$ cat config.mk
export PLATFORM = sky130hd
export DESIGN_NAME = mhpq_cell
export DESIGN_NICKNAME = d
export VERILOG_FILES = /design/src/hdl/mhpq_pkg.sv /design/src/hdl/mhpq_cell.sv
export SDC_FILE = /design/constraint.sdc
export NUM_CORES = 1
export LEC_CHECK = 0
export BUFFER_PORTS_ARGS = -buffer_cell sky130_fd_sc_hd__buf_2
export CAP_MARGIN = 5
export CORE_MARGIN = 5
export CORE_UTILIZATION = 43
export DETAILED_ROUTE_END_ITERATION = 10
export GPL_TIMING_DRIVEN = 0
export PLACE_DENSITY_LB_ADDON = 0.12
export RECOVER_POWER = 25
export SYNTH_ARGS = -nofsm -noshare
export SYNTH_HDL_FRONTEND = slang
export SYNTH_SLANG_ARGS = --single-unit
$ cat constraint.sdc
create_clock -name clk -period 3.2 [get_ports clk]
set_input_delay 0.32 -clock clk [delete_from_list [all_inputs] [get_ports clk]]
set_output_delay 0.32 -clock clk [all_outputs]
set_load 0.02 [all_outputs]
$ cat src/hdl/mhpq_pkg.sv
// Shared types and constants for the max-heap priority queue.
package mhpq_pkg;

  localparam int CAPACITY = 128;
  localparam int KEY_W    = 32;
  localparam int CNT_W    = $clog2(CAPACITY + 1);
  localparam int OCNT_W   = 8;
  localparam int STAT_W   = 2;
  localparam int ODATA_W  = 48;

  localparam logic MODE_INSERT  = 1'b0;
  localparam logic MODE_EXTRACT = 1'b1;

  localparam logic signed [KEY_W-1:0] EMPTY_KEY = -32'sd1;

  typedef enum logic [STAT_W-1:0] {
    ST_OK    = 2'd0,
    ST_FULL  = 2'd1,
    ST_EMPTY = 2'd2
  } status_t;

  // Broadcast control from the top level to every cell.
  typedef struct packed {
    logic                    ins;
    logic                    ext;
    logic signed [KEY_W-1:0] key;
  } cell_ctl_t;

endpackage

$ cat src/hdl/mhpq_cell.sv
// One slot of the sorted key chain: holds a key, shifts or takes the new key.
module mhpq_cell (
  input  logic                             clk,
  input  mhpq_pkg::cell_ctl_t              ctl,
  input  logic                             occ,
  input  logic signed [mhpq_pkg::KEY_W-1:0] left_key,
  input  logic                             left_take,
  input  logic signed [mhpq_pkg::KEY_W-1:0] right_key,
  output logic signed [mhpq_pkg::KEY_W-1:0] key_o,
  output logic                             take_o
);

  logic signed [mhpq_pkg::KEY_W-1:0] key_r;
  logic signed [mhpq_pkg::KEY_W-1:0] key_nxt;

  // Slot is displaced by the new key when empty or holding a smaller key.
  assign take_o = !occ || (ctl.key > key_r);
  assign key_o  = key_r;

  always_comb begin
    key_nxt = key_r;
    if (ctl.ins && take_o) begin
      // left neighbor also displaced: its key moves down here
      key_nxt = left_take ? left_key : ctl.key;
    end else if (ctl.ext) begin
      key_nxt = right_key;
    end
  end

  always_ff @(posedge clk) begin
    key_r <= key_nxt;
  end

endmodule

==> results.md <==
* GPL Wtd Cong at 0.7551
* Die area at 8118 um2
* Synth Area in Simple Gates at 0.06485
* Number of buffers created by CTS at 5
* Cells after Synth at 230
* Fraction of layout cells with a size suffix above 1 at 0.5121
* XOR/XNOR share of the synthesized area at 0
* Main combinational cell family by area after synthesis: multiplexers
* Slew Limit Fails at 0
* Routed Wire Length at 6.770 mm
* Vias per cell at 4.898
* Worst skew pair latency at 280 ps
* Starting Density at 0.4370
* Clk_skew at 6.272 ps
* Final worst path period share at 0.9535
* CP Class: flip-flop to flip-flop
* Worst flop-to-flop path startpoint: key_o[31]$_DFFE_PP_
* R2r setup slk at 150 ps
* Clk buf depth at 2
* Hold Vio Cnt, Final at 0
* Max-cap violations at 0
* Max FFs per register at 32
* Post-Syn Area at 2759 um2
* Register bit total from synthesis at 32
* Final net count at 505
* Hold WS at 333.5 ps
* Routed Antenna Nets at 0
* Largest net degree at the start of global routing at 17
* Via count of the first global-routing pass at 2297
* CTS clk-pin slew, worst paths at 70 ps
* Yosys cell types at 29
* Drt first pass iters at 4
* Hold path depth at 2
* Setup ws final at 148.8 ps
* Final core occ at 0.5694
* Vert. Die Dim at 90.10 um
* Clk sinks at 32
* Worst IR drop on VDD at 0.2450 mV
* RSZ-0062 raised after global routing: false
* Area leader, netlist: edfxtp_1
* Worst Hold End: key_o[12]$_DFFE_PP_
* Initial antenna violation count at 0
* Critical Path End Type: flip-flop
* Achievable Freq at 327.7 MHz
* CP arrival at 3060 ps
* Dpl ws at -104.2 ps
* Pleak at 1.782 nW
* Sequential element share of the synthesized area at 0.3483
* Multiplexer share of the synthesized area at 0.2966
* Critical path's slowest cell: or4_4
* Setup Total Neg Slack at 0 ps
* Residual DRC at 0
* Ys Warns at 0
* CTS tree: yes
* Overflow after GRT at 0
* Cell depth of the worst flop-to-flop path at 10
* Worst Path Max Fanout at 16
* Compound-Gate Fraction of Synth Area at 0.07256
* H-tree depth at 2
* CORE AREA at 6314 um2
* Worst-margin pin slew at 527.4 ps
* Fraction of the mapped netlist area in adder cells at 0.1451
* Post-synth top area share at 0.3483
* N_diodes at 0
* Largest stage delay on the critical path at 590 ps
* Row count at 29
* WL per Instance at 15.04 um
* Port Buffers at 132
* Post-DP HPWL at 5.422 mm
* Syn Area/Cell at 12.00 um2
* Rel. slew slack at 0.6472
* Outcome: completed
* Chip width at 90.10 um
* Wire length of the first global-routing pass at 10.92 mm
* CP startpoint kind: flip-flop
* Synth top area cells: edfxtp_1 (35%), mux2_4 (16%), ha_1 (15%), mux2_2 (14%), inv_1 (4.8%)
* Crit path cell chain: inv_1 > ha_2 > nand4_1 > or4_4 > nand2b_4 > and3_4 > o21ai_1 > o311ai_4 > buf_6 > or2_4
* Hold WC Path Type: input port to flip-flop
* Setup-failing EPs final at 0
* Io pins at 134
* Hold Path Origin: right_key[12]
* Reg2Reg Capture Point: key_o[2]$_DFFE_PP_
* Initial drt markers at 28
* Period minus WS final at 3051 ps
* Vias post-DR at 2204
* CTS Root Cell: clkbuf_8
* Area grow syn2layout at 30.29%
* Req. time, crit path at 3210 ps
* PD cells at 484.7 nW/um2
* Total GRT Usage at 0.1651
* Synthesized Nets at 363
* Worst Setup SP: key_o[31]$_DFFE_PP_
==> critical path: cells and delay by family (launching register included) <==
family	cells	cell delay [ps]
AO/OA/AOI/OAI	2	320
adder cells (fa/ha/maj)	1	390
buffers and inverters	2	250
flip-flops	1	340
AND/OR/NAND/NOR	5	1460
==> layer usage <==
layer	global-route usage	vias up	share of wire
li1	-	1130	-
met1	0.1862	990	0.41
met2	0.2970	78	0.50
met3	0.05593	6	0.081
met4	0.04094	0	0.011
met5	0	-	0
==> cell usage in the layout, fill, tap and decap left out, types with 4 or more instances in the layout <==
master	netlist	final
inv_1	35	35
clkbuf_8	0	5
clkbuf_1	1	27
mux2_4	29	29
nand4_1	8	8
buf_2	0	108
a21oi_1	16	16
edfxtp_1	32	32
o21ai_0	5	5
mux2_2	34	34
buf_6	4	4
nand2_1	10	10
ha_1	32	31
==> cell usage after synthesis, drive strengths merged <==
library cell / number
a21bo: 1
nor4: 1
nand2: 10
o311ai: 1
or4: 1
mux2: 63
a21oi: 16
nand4: 8
o211ai: 2
o21a: 1
edfxtp: 32
a2bb2oi: 1
o21ai: 6
and3: 1
clkbuf: 1
a221oi: 1
or3: 1
dlygate4sd3: 2
nor3: 3
nand2b: 1
a21o: 1
nand3: 3
buf: 4
inv: 35
ha: 32
or2: 1
nor2b: 1
==> through the flow <==
stage | cell area [um2] | instances | power (mW)
after CTS | 3607 | 448 | 1.779
after detailed placement | 3518 | 439 | 1.464
after floorplan | 2761 | 230 | 1.214
final | 3595 | 450 | 1.742
after global routing | 3595 | 450 | 1.866
after global placement | 3518 | 439 | 1.448
==> how the worst max path moves through the flow <==
stage                     slack (ps)                  end  cells past startpoint
after floorplan                  130   key_o[0]$_DFFE_PP_                     10
after global placement           -80   key_o[5]$_DFFE_PP_                     10
after detailed placement        -100   key_o[5]$_DFFE_PP_                     10
after CTS                         60   key_o[9]$_DFFE_PP_                     10
after global routing              40  key_o[18]$_DFFE_PP_                     10
final                            150   key_o[2]$_DFFE_PP_                     10
==> timing repair <==
item | 4_1_cts | 5_1_grt
buffers inserted | 0 | 2
gates cloned | 1 | 0
resized for setup | 1 | 1
hold buffers | 0 | 0
endpoints found under the setup margin | 32 | 32
==> layout make-up <==
type	instances	area, um2
inverters	35	131.4
well taps	77	96.34
repair buffers	134	645.6
flip-flops and latches	32	960.9
clock buffers	7	76.32
clock inverters	1	3.754
plain buffers	7	68.82
fillers	595	2719
multi-input cells	157	1612
==> logic make-up (layout without fill, tap and decap cells) <==
logic type      after synthesis  after routing
simple gates                 31             32
compound gates               30             30
buf+inv                      42            184
flops                        32             32
fa+ha+maj                    32             32
mux                          63             63
==> power breakdown <==
part | switching (mW) | internal [mW]
combinational | 0.434 | 0.383
clock | 0.151 | 0.151
sequential | 0.0413 | 0.582
(Power assumes the default switching activity.)
